--- src/rtl/bee_pkg.sv ---
// Shared types and constants for the boolean expression evaluator.
`timescale 1ns / 1ps
`default_nettype none

package bee_pkg;

   localparam int MAX_NEST    = 16;
   localparam int LEVEL_W     = $clog2(MAX_NEST + 1);
   localparam int ADDR_W      = $clog2(MAX_NEST);
   localparam int SYM_W       = 8;
   localparam int VAR_W       = 26;
   localparam int VAR_IDX_W   = $clog2(VAR_W);

   localparam logic [SYM_W-1:0] SYM_NOT   = 8'h2D;  // '-'
   localparam logic [SYM_W-1:0] SYM_AND   = 8'h2A;  // '*'
   localparam logic [SYM_W-1:0] SYM_OR    = 8'h2B;  // '+'
   localparam logic [SYM_W-1:0] SYM_OPEN  = 8'h28;  // '('
   localparam logic [SYM_W-1:0] SYM_CLOSE = 8'h29;  // ')'
   localparam logic [SYM_W-1:0] SYM_ZERO  = 8'h30;  // '0'
   localparam logic [SYM_W-1:0] SYM_ONE   = 8'h31;  // '1'
   localparam logic [SYM_W-1:0] SYM_A     = 8'h41;  // 'A'
   localparam logic [SYM_W-1:0] SYM_Z     = 8'h5A;  // 'Z'

   localparam logic [LEVEL_W-1:0] LEVEL_MAX = LEVEL_W'(MAX_NEST);

   typedef struct packed {
      logic or_bit;
      logic and_bit;
      logic not_bit;
   } frame_type;

   typedef struct packed {
      logic              wr_en;
      logic [ADDR_W-1:0] wr_addr;
      frame_type         wr_frame;
      logic [ADDR_W-1:0] rd_addr;
   } stack_req_type;

endpackage

`default_nettype wire

--- src/rtl/boolean_expression_evaluator.sv ---
// Top level: streaming boolean expression evaluator.
//
//  channel  | direction | tdata / data            | tuser  | tlast
//  req_     | in        | [7:0] symbol            | -      | last
//  rsp_     | out       | [0] value, [7:1] zero   | error  | -
//  csr_     | in        | [25:0] variable_values  | -      | -
//
// A symbol is taken every cycle while req_tready is high; each result is registered.
// The frame stack is a 16-entry memory read every cycle at the next top of stack;
// a push to that same entry is forwarded, so push and pop may follow back to back.
// Reset clears variables, accumulators, level and output valid bits, not stack entries.
// Two result registers (output plus skid) let symbols flow while rsp_tready is low;
// req_tready drops only when both hold a result.
`timescale 1ns / 1ps
`default_nettype none

module boolean_expression_evaluator
   import bee_pkg::*;
(
   input  wire logic             clock,
   input  wire logic             reset,
   input  wire logic             req_tvalid,
   output logic                  req_tready,
   input  wire logic [7:0]       req_tdata,   // [7:0] symbol
   input  wire logic             req_tlast,
   output logic                  rsp_tvalid,
   input  wire logic             rsp_tready,
   output logic [7:0]            rsp_tdata,   // [0] value, [7:1] zero
   output logic                  rsp_tuser,   // [0] error
   input  wire logic             csr_wr_en,
   input  wire logic [VAR_W-1:0] csr_wr_data
);

   logic [VAR_W-1:0]   vars_ff;
   logic               or_ff, or_in;
   logic               and_ff, and_in;
   logic               not_ff, not_in;
   logic               err_ff, err_in;
   logic [LEVEL_W-1:0] level_ff, level_in;

   logic               accept;
   logic               push_res;
   logic               res_value, res_error;
   frame_type          top_frame;
   stack_req_type      stack_req;
   logic [SYM_W-1:0]   var_off;
   logic               var_bit;
   logic               inner;
   logic               pop_level_ok;
   logic [LEVEL_W-1:0] level_dec;

   logic               out_valid_ff, skid_valid_ff;
   logic               out_value_ff, out_error_ff;
   logic               skid_value_ff, skid_error_ff;
   logic               pop_res;

   assign accept  = req_tvalid && req_tready;
   assign var_off = req_tdata - SYM_A;
   assign var_bit = vars_ff[var_off[VAR_IDX_W-1:0]];
   assign inner   = or_ff | and_ff;
   assign pop_level_ok = (level_ff != '0) && (level_ff <= LEVEL_MAX);
   assign level_dec = level_ff - LEVEL_W'(1);

   always_ff @(posedge clock) begin
      if (reset) begin
         vars_ff <= '0;
      end else if (csr_wr_en) begin
         vars_ff <= csr_wr_data;
      end
   end

   // symbol decode: next frame, level and stack access
   always_comb begin
      or_in  = or_ff;
      and_in = and_ff;
      not_in = not_ff;
      err_in = err_ff;
      level_in = level_ff;
      stack_req.wr_en    = 1'b0;
      stack_req.wr_addr  = level_ff[ADDR_W-1:0];
      stack_req.wr_frame = '{or_bit: or_ff, and_bit: and_ff, not_bit: not_ff};
      if (accept) begin
         priority if (req_tdata == SYM_NOT) begin
            not_in = ~not_ff;
         end else if (req_tdata == SYM_ZERO || req_tdata == SYM_ONE) begin
            and_in = and_ff & (req_tdata[0] ^ not_ff);
            not_in = 1'b0;
         end else if (req_tdata >= SYM_A && req_tdata <= SYM_Z) begin
            and_in = and_ff & (var_bit ^ not_ff);
            not_in = 1'b0;
         end else if (req_tdata == SYM_OR) begin
            or_in  = or_ff | and_ff;
            and_in = 1'b1;
            not_in = 1'b0;
         end else if (req_tdata == SYM_OPEN) begin
            if (level_ff < LEVEL_MAX) begin
               stack_req.wr_en = 1'b1;
               level_in = level_ff + LEVEL_W'(1);
               or_in  = 1'b0;
               and_in = 1'b1;
               not_in = 1'b0;
            end else begin
               err_in = 1'b1;
            end
         end else if (req_tdata == SYM_CLOSE) begin
            if (pop_level_ok) begin
               level_in = level_dec;
               or_in  = top_frame.or_bit;
               and_in = top_frame.and_bit & (inner ^ top_frame.not_bit);
               not_in = 1'b0;
            end else begin
               err_in = 1'b1;
            end
         end else begin
            // '*' and unknown symbols: hold
            err_in = err_ff;
         end
      end
      res_value = or_in | and_in;
      res_error = err_in | (level_in != '0);
      push_res  = accept && req_tlast;
      if (push_res) begin
         or_in  = 1'b0;
         and_in = 1'b1;
         not_in = 1'b0;
         err_in = 1'b0;
         level_in = '0;
      end
      // read the entry that will be top of stack next cycle
      stack_req.rd_addr = ADDR_W'(level_in - LEVEL_W'(1));
   end

   always_ff @(posedge clock) begin
      if (reset) begin
         or_ff    <= 1'b0;
         and_ff   <= 1'b1;
         not_ff   <= 1'b0;
         err_ff   <= 1'b0;
         level_ff <= '0;
      end else begin
         or_ff    <= or_in;
         and_ff   <= and_in;
         not_ff   <= not_in;
         err_ff   <= err_in;
         level_ff <= level_in;
      end
   end

   bee_frame_stack u_stack (
      .clock     (clock),
      .reset     (reset),
      .stack_req (stack_req),
      .top_frame (top_frame)
   );

   // output register plus skid stage
   assign pop_res    = out_valid_ff && rsp_tready;
   assign req_tready = !skid_valid_ff;

   always_ff @(posedge clock) begin
      if (reset) begin
         out_valid_ff  <= 1'b0;
         skid_valid_ff <= 1'b0;
      end else begin
         if (!out_valid_ff || pop_res) begin
            out_valid_ff  <= skid_valid_ff || push_res;
            skid_valid_ff <= skid_valid_ff && push_res;
         end else if (push_res) begin
            skid_valid_ff <= 1'b1;
         end
      end
   end

   always_ff @(posedge clock) begin
      if (!out_valid_ff || pop_res) begin
         if (skid_valid_ff) begin
            out_value_ff  <= skid_value_ff;
            out_error_ff  <= skid_error_ff;
            skid_value_ff <= res_value;
            skid_error_ff <= res_error;
         end else begin
            out_value_ff  <= res_value;
            out_error_ff  <= res_error;
         end
      end else if (push_res) begin
         skid_value_ff <= res_value;
         skid_error_ff <= res_error;
      end
   end

   assign rsp_tvalid = out_valid_ff;
   assign rsp_tdata  = {7'd0, out_value_ff};
   assign rsp_tuser  = out_error_ff;

endmodule

`default_nettype wire

--- src/rtl/bee_frame_stack.sv ---
// Frame stack memory with registered read and write forwarding.
`timescale 1ns / 1ps
`default_nettype none

module bee_frame_stack
   import bee_pkg::*;
(
   input  wire logic          clock,
   input  wire logic          reset,
   input  wire stack_req_type stack_req,
   output frame_type          top_frame
);

   frame_type mem [MAX_NEST];

   frame_type rd_data_ff;
   frame_type fwd_data_ff;
   logic      fwd_ff;
   logic      fwd_in;

   assign fwd_in = stack_req.wr_en && (stack_req.wr_addr == stack_req.rd_addr);

   always_ff @(posedge clock) begin
      if (stack_req.wr_en) begin
         mem[stack_req.wr_addr] <= stack_req.wr_frame;
      end
      rd_data_ff  <= mem[stack_req.rd_addr];
      fwd_data_ff <= stack_req.wr_frame;
   end

   always_ff @(posedge clock) begin
      if (reset) begin
         fwd_ff <= 1'b0;
      end else begin
         fwd_ff <= fwd_in;
      end
   end

   // memory returns old data on a same-cycle write, so take the written frame
   assign top_frame = fwd_ff ? fwd_data_ff : rd_data_ff;

endmodule

`default_nettype wire

--- config.mk ---
export PLATFORM = sky130hd
export DESIGN_NAME = boolean_expression_evaluator
export DESIGN_NICKNAME = d
export VERILOG_FILES = /design/src/rtl/bee_pkg.sv /design/src/rtl/boolean_expression_evaluator.sv /design/src/rtl/bee_frame_stack.sv
export SDC_FILE = /design/constraint.sdc
export NUM_CORES = 1
export LEC_CHECK = 0
export CORE_MARGIN = 2
export CORE_UTILIZATION = 45
export CTS_CLUSTER_SIZE = 16
export DETAILED_ROUTE_END_ITERATION = 10
export DONT_BUFFER_PORTS = 1
export PLACE_DENSITY = 0.6
export SLEW_MARGIN = 20
export SYNTH_ARGS = -nofsm -noshare
export SYNTH_HDL_FRONTEND = slang
export SYNTH_SLANG_ARGS = --single-unit
--- constraint.sdc ---
create_clock -name clock -period 13.4 [get_ports clock]
set_input_delay 1.34 -clock clock [delete_from_list [all_inputs] [get_ports clock]]
set_output_delay 1.34 -clock clock [all_outputs]
set_load 0.005 [all_outputs]
==> impl_metrics.py, run 1 <==
metrics = {
    "die": {
        "num_rows": 39,
        "initial_core_util_pct": 46.3,
        "die_x_um": 113,
        "dieArea_sq_um": 12700,
        "dieHeight_um": 113,
        "pin_count": 51,
        "core-area_sq_um": 11500,
    },
    "clock_network": {
        "clockBufferDepth": 2,
        "cts_hold_buf": 0,
        "cts.sinks": 96,
        "cts-resized-gates": 0,
        "tritoncts": "done",
        "htree_levels": 3,
        "clk_latency_ps": 340,
        "post_cts_buffers": 0,
        "numCtsBuffers": 9,
        "cts_root_buf": "clkbuf_16",
        "clk_pin_slew_ps": 70,
    },
    "routing": {
        "wire_per_inst_um": 19.4,
        "vias_per_cell": 6.07,
        "drt_iter0_markers": 290,
        "dr.pass1.iters": 4,
        "vias": 3856,
        "ant_nets": 0,
        "drc_errors": 0,
        "totalWireLength_um": 12300,
    },
    "pwr": {
        "powerDensity_nw_per_um2": 113,
        "cellLeakagePower_nw": 1.97,
        "peakVddDrop_mv": 0.0648,
    },
    "final_layout": {
        "multi_input_area_sq_um": 2630,
        "drive_above_1_share_pct": 8.13,
        "finish.utilization_pct": 49.2,
        "final_cell_mix": "mux2i_1, nor2_1, edfxtp_1, nand2_1, dfxtp_1",
        "regArea_sq_um": 2440,
        "fillers": 1009,
        "synthToLayoutAreaGrowth_pct": 6.42,
        "final_nets": 536,
        "antennaDiodeCount": 0,
        "final_common_cell": "mux2i_1",
    },
    "timing": {
        "fin_skew_ps": 7.02,
        "maxClockFrequency_mhz": 181,
        "drv_slew": 0,
        "relSlewSlack_pct": 34.1,
        "rsz0062_at_grt": "false",
        "post-route-min-period_ps": 5520,
        "tightestPinTransition_ps": 987,
        "setup_tns_ps": 0,
        "fin_crit_sh_pct": 41.2,
        "finalHoldViolCount": 0,
        "setup_viol_count_final": 0,
    },
    "global_routing": {
        "antenna_found_initial": 0,
        "globalRouteTotalUtil_pct": 20.3,
        "grt_overflow_total": 0,
        "grt_pass1_vias": 3780,
        "grt_pass1_wl_um": 20000,
        "grt_max_degree": 31,
    },
    "placed_design": {
        "place_hpwl_um": 8540,
        "gp_congestion": 0.858,
        "io_buffers": 0,
    },
    "yosys": {
        "yosys_warnings": 0,
        "synth_edf_count": 52,
        "ys_seq_area_share_pct": 46.0,
        "postSynthCellCount": 508,
        "synthFlopType": "edfxtp_1",
        "ys_ff_latch": 96,
        "synth_cell_types": 74,
        "avgSynthCellArea_sq_um": 10.4,
        "postSynth.asyncResetShare_pct": 0,
        "synth_area_sq_um": 5300,
    },
    "critical_path": {
        "crit_path_max_fanout": 24,
        "worstSetupStartpointType": "primary input",
        "required_ps": 13630,
        "path_class": "primary input to flip-flop",
        "arrival_ps": 5760,
        "cp-end-kind": "flip-flop",
        "regToRegSetupSlack_ps": 8500,
    },
    "flow_run": {
        "drv_cap": 0,
    },
    "hold_path": {
        "hold_class": "flip-flop to flip-flop",
    },
    "run_status": {
        "status": "finished clean",
    },
}
metrics by stage:
step	hold slack, ps	instance area, sq um	std cells	total power, mW	setup WS, ps
2_1_floorplan	439	5330	514	0.358	8250
5_1_grt	524	5640	635	0.659	7510
6_report	480	5640	635	0.637	7880
4_1_cts	484	5640	635	0.643	7940
3_3_place_gp	463	5300	619	0.357	7780
3_5_place_dp	469	5300	619	0.358	7570
Yosys cell counts (all sizes together), types with 3 or more instances:
library cell | n | share of area, %
nor3b | 4 | 0.57
o31ai | 5 | 0.80
o21ai | 15 | 1.4
nand2b | 8 | 0.94
edfxtp | 52 | 29
dfxtp | 44 | 17
nand3 | 13 | 1.2
or3b | 4 | 0.71
nor4 | 5 | 0.87
nor2 | 60 | 4.3
xor2 | 4 | 0.66
buf | 22 | 2.7
ha | 9 | 2.1
mux2 | 4 | 0.85
xnor2 | 8 | 1.5
nand2 | 44 | 3.1
nand4b | 3 | 0.50
nor2b | 5 | 0.59
nor3 | 11 | 1.1
mux2i | 67 | 13
mux4 | 7 | 3.0
clkbuf | 17 | 1.2
o22ai | 24 | 2.8
inv | 11 | 0.78
nand4 | 10 | 1.2
a21oi | 10 | 0.94
sequential cells by signal, indices dropped and copies added, names as in the netlist, 3 cells and up:
| name | cells |
|---|---|
| level_ff | 5 |
| vars_ff | 26 |
| u_stack.fwd_data_ff | 3 |
| u_stack.rd_data_ff | 3 |
| u_stack.mem | 48 |
critical path, cell delays in order:
cell and delay, ps:
inv_1 40, ha_1 340, or4b_1 590, a211o_1 370, a21oi_1 240, or2_1 650, nor2_1 80, a21oi_1 140
ha_1 300, nand2b_1 620, o22ai_1 390, mux2i_1 120, nand3_1 140, o21ai_0 80, mux2_1 300
final cells by class:
| class | instances | area share [%] |
|---|---|---|
| multi-input combinational | 367 | 46.6 |
| sequential | 96 | 43.3 |
| clock buffer | 11 | 4.48 |
| tap | 143 | 3.17 |
| clock inverter | 5 | 1.55 |
| inverter | 12 | 0.798 |
| timing repair buffer | 1 | 0.133 |
path summary, 6_finish.rpt:
path                           from                       endpoint  depth (start not counted)
max                    req_tdata[0]  u_stack.rd_data_ff[1]$_DFF_P_                         15
min               err_ff$_SDFF_PP0_              err_ff$_SDFF_PP0_                          2
max reg2reg  level_ff[0]$_SDFF_PP0_  u_stack.rd_data_ff[1]$_DFF_P_                         15
min reg2reg       err_ff$_SDFF_PP0_              err_ff$_SDFF_PP0_                          2
per-layer routing:
| metal | part of all wire [%] | global-route usage (%) | wire [um] |
|---|---|---|---|
| met3 | 6.2 | 4.16 | 765 |
| met2 | 46 | 31.5 | 5730 |
| met4 | 2.7 | 8.94 | 327 |
| met1 | 45 | 27.4 | 5510 |
| met5 | 0 | 0 | 0 |
logic make-up after synthesis:
| family | count (synthesis) | synth area share (%) |
|---|---|---|
| simple gates | 183 | 17.5 |
| flops | 96 | 46.0 |
| compound gates | 78 | 10.8 |
| mux | 78 | 16.5 |
| buf+inv | 51 | 4.79 |
| xor+xnor | 12 | 2.12 |
| fa+ha+maj | 9 | 2.12 |
| other cells | 1 | 0.0707 |
where the power goes:
group | switching, mW | internal, mW | total (mW)
combinational | 0.0167 | 0.0165 | 0.0332
sequential | 0.00408 | 0.314 | 0.318
clock | 0.111 | 0.175 | 0.286
Power figures use the tool's default switching activity.
==> run 2, diff against run 1 <==
ABC_AREA = 1   (was unset)
PLACE_DENSITY = 0.62   (was 0.6)
clock period = 5 ns   (was 13.4 ns; I/O delays follow)
==> impl_metrics.py, run 2 <==
metrics = {
    "critical_path": {
        "regToRegSetupSlack_ps": 1390,
        "arrival_ps": 3910,
        "worstSetupStartpointType": "primary input",
        "path_class": "primary input to flip-flop",
        "crit_path_max_fanout": 28,
        "r2r-end": "u_stack.fwd_ff$_SDFF_PP0_",
        "cp-end-kind": "flip-flop",
        "reg2reg_from": "level_ff[0]$_SDFF_PP0_",
        "reg2reg_depth": 18,
        "required_ps": 5280,
    },
    "clock_network": {
        "cts.sinks": 96,
        "post_cts_buffers": 0,
        "clk_latency_ps": 350,
        "cts_root_buf": "clkbuf_16",
        "cts_hold_buf": 0,
        "tritoncts": "done",
        "clk_pin_slew_ps": 70,
        "clockBufferDepth": 2,
        "cts-resized-gates": 0,
        "numCtsBuffers": 9,
        "htree_levels": 3,
    },
    "yosys": {
        "postSynthCellCount": 623,
        "yosys_warnings": 0,
        "ys_ff_latch": 96,
        "yosysTopAreaCell": "edfxtp_1",
        "avgSynthCellArea_sq_um": 8.16,
        "synth_common_cells": "nand2_1, nor2_1, nand3_1, inv_1, edfxtp_1",
        "ys_top_cells_by_area": "edfxtp_1, dfxtp_1, nand2_1, nand3_1, nor2_1",
        "yosysMostFrequentCell": "nand2_1",
        "synth_edf_count": 52,
        "synth_area_sq_um": 5080,
        "synth_top_area_share_pct": 30.7,
        "postSynth.asyncResetShare_pct": 0,
        "ys_seq_area_share_pct": 48.1,
        "synthFlopType": "edfxtp_1",
        "synth_cell_types": 45,
    },
    "routing": {
        "vias_per_cell": 5.26,
        "wire_per_inst_um": 15.3,
        "drt_iter0_markers": 335,
        "dr.pass1.iters": 5,
        "ant_nets": 0,
        "vias": 3979,
        "totalWireLength_um": 11600,
        "drc_errors": 0,
    },
    "pwr": {
        "internal_power_mw": 1.24,
        "p_comb_share_pct": 8.7,
        "switching_share_pct": 24.7,
        "pwr-share-clk_pct": 38.2,
        "pwr-share-seq_pct": 53.1,
        "switching_power_mw": 0.407,
        "cellLeakagePower_nw": 2.29,
        "peakVddDrop_mv": 0.314,
        "powerDensity_nw_per_um2": 306,
    },
    "timing": {
        "rsz0062_at_grt": "false",
        "holdWs_ps": 206,
        "tightestPinTransition_ps": 878,
        "setup_tns_ps": 0,
        "relSlewSlack_pct": 41.4,
        "post-route-min-period_ps": 3620,
        "drv_slew": 0,
        "maxClockFrequency_mhz": 276,
        "setup_viol_count_final": 0,
        "fin_crit_sh_pct": 72.4,
        "finalHoldViolCount": 0,
        "fin_skew_ps": 8.87,
    },
    "global_routing": {
        "globalRouteTotalUtil_pct": 20.7,
        "grt_pass1_wl_um": 19100,
        "grt_max_degree": 34,
        "antenna_found_initial": 0,
        "grt_overflow_total": 0,
        "grt_pass1_vias": 3891,
    },
    "final_layout": {
        "final_common_cell": "nand2_1",
        "largest_reg_flops": 48,
        "design_area_sq_um": 5380,
        "final_cell_mix": "nand2_1, nor2_1, nand3_1, inv_1, edfxtp_1",
        "synthToLayoutAreaGrowth_pct": 5.86,
        "top_register": "u_stack.mem",
        "antennaDiodeCount": 0,
        "final_nets": 661,
        "fillers": 1079,
        "top_regs": "u_stack.mem: 48 flops, vars_ff: 26 flops, level_ff: 5 flops",
        "drive_above_1_share_pct": 9.24,
    },
    "die": {
        "num_rows": 38,
        "dieHeight_um": 110,
        "die_x_um": 110,
        "initial_core_util_pct": 46.5,
        "pin_count": 51,
        "core-area_sq_um": 10900,
        "dieArea_sq_um": 12200,
    },
    "flow_run": {
        "drv_cap": 0,
    },
    "run_status": {
        "status": "finished clean",
    },
    "placed_design": {
        "gp_congestion": 0.966,
        "io_buffers": 0,
        "dpl-instance-area_sq_um": 5110,
        "place_hpwl_um": 8580,
    },
    "hold_path": {
        "hold_path_end": "rsp_tvalid$_SDFFE_PP0N_",
        "min_from": "reset",
        "holdPathStages": 1,
        "hold_class": "primary input to flip-flop",
    },
}
run 2: final cells by class:
type	count	area [sq um]	area share [%]
Multi-Input combinational cell	428	2200	40.8
Tap cell	140	175	3.26
Inverter	76	287	5.33
Sequential cell	96	2440	45.4
Clock inverter	7	47.5	0.884
Clock buffer	9	225	4.19
Timing Repair Buffer	1	7.51	0.140
run 2: worst max-delay path by stage:
stage | from | to | slack (ps) | cells past startpoint
2_1_floorplan | req_tdata[0] | u_stack.rd_data_ff[1]$_DFF_P_ | 1680 | 22
3_3_place_gp | req_tdata[0] | u_stack.fwd_ff$_SDFF_PP0_ | 1250 | 20
3_5_place_dp | req_tdata[0] | u_stack.fwd_ff$_SDFF_PP0_ | 1040 | 20
4_1_cts | req_tdata[0] | u_stack.fwd_ff$_SDFF_PP0_ | 1410 | 20
5_1_grt | req_tdata[0] | u_stack.fwd_ff$_SDFF_PP0_ | 860 | 20
6_report | req_tdata[0] | u_stack.fwd_ff$_SDFF_PP0_ | 1380 | 20
run 2: logic make-up (layout without fill, tap and decap cells):
logic type,after synthesis,after routing,synth area share (%)
simple gates,340,340,31.3
buf+inv,105,93,9.18
flops,96,96,48.1
compound gates,65,65,7.34
fa+ha+maj,9,9,2.22
xor+xnor,7,7,1.85
other cells,1,7,0.0738
run 2: critical path, stage by stage:
cell and delay, ps:
inv_1 320, ha_1 320, nand2_1 90, nor2_1 90
nand2_1 60, nand2_1 60, nand2_1 60, nand2_2 110
nand2_4 90, nor2_8 150, nand3_2 100, nand2_4 240
nand2_4 240, ha_1 570, inv_1 280, a21oi_1 210
o2111ai_1 140, nor2_1 130, nand2_1 70, nor2_1 90
run 2: per-stage QoR:
stage,power [mW],instances,utilization [%],setup WS [ps]
final,1.65,757,49.2,1380
after global routing,1.72,757,49.2,856
after CTS,1.67,757,49.2,1410
after detailed placement,1.03,741,46.7,1040
after global placement,1.03,741,46.7,1250
after floorplan,1.01,629,-,1680
run 2: layer usage:
| metal | vias to the layer above | track usage [%] | wire length, um |
|---|---|---|---|
| met5 | - | 0 | 0 |
| met4 | 0 | 7.59 | 227 |
| met3 | 23 | 5.94 | 795 |
| met2 | 136 | 32.8 | 5280 |
| met1 | 1805 | 27.1 | 5240 |
| li1 | 2015 | - | - |
run 2: power by group through the flow:
stage	clock, mW	sequential, mW	combinational, mW
2_1_floorplan	0	0.882	0.129
3_3_place_gp	0	0.893	0.139
3_5_place_dp	0	0.893	0.141
4_1_cts	0.651	0.876	0.142
5_1_grt	0.680	0.878	0.164
6_report	0.629	0.875	0.143
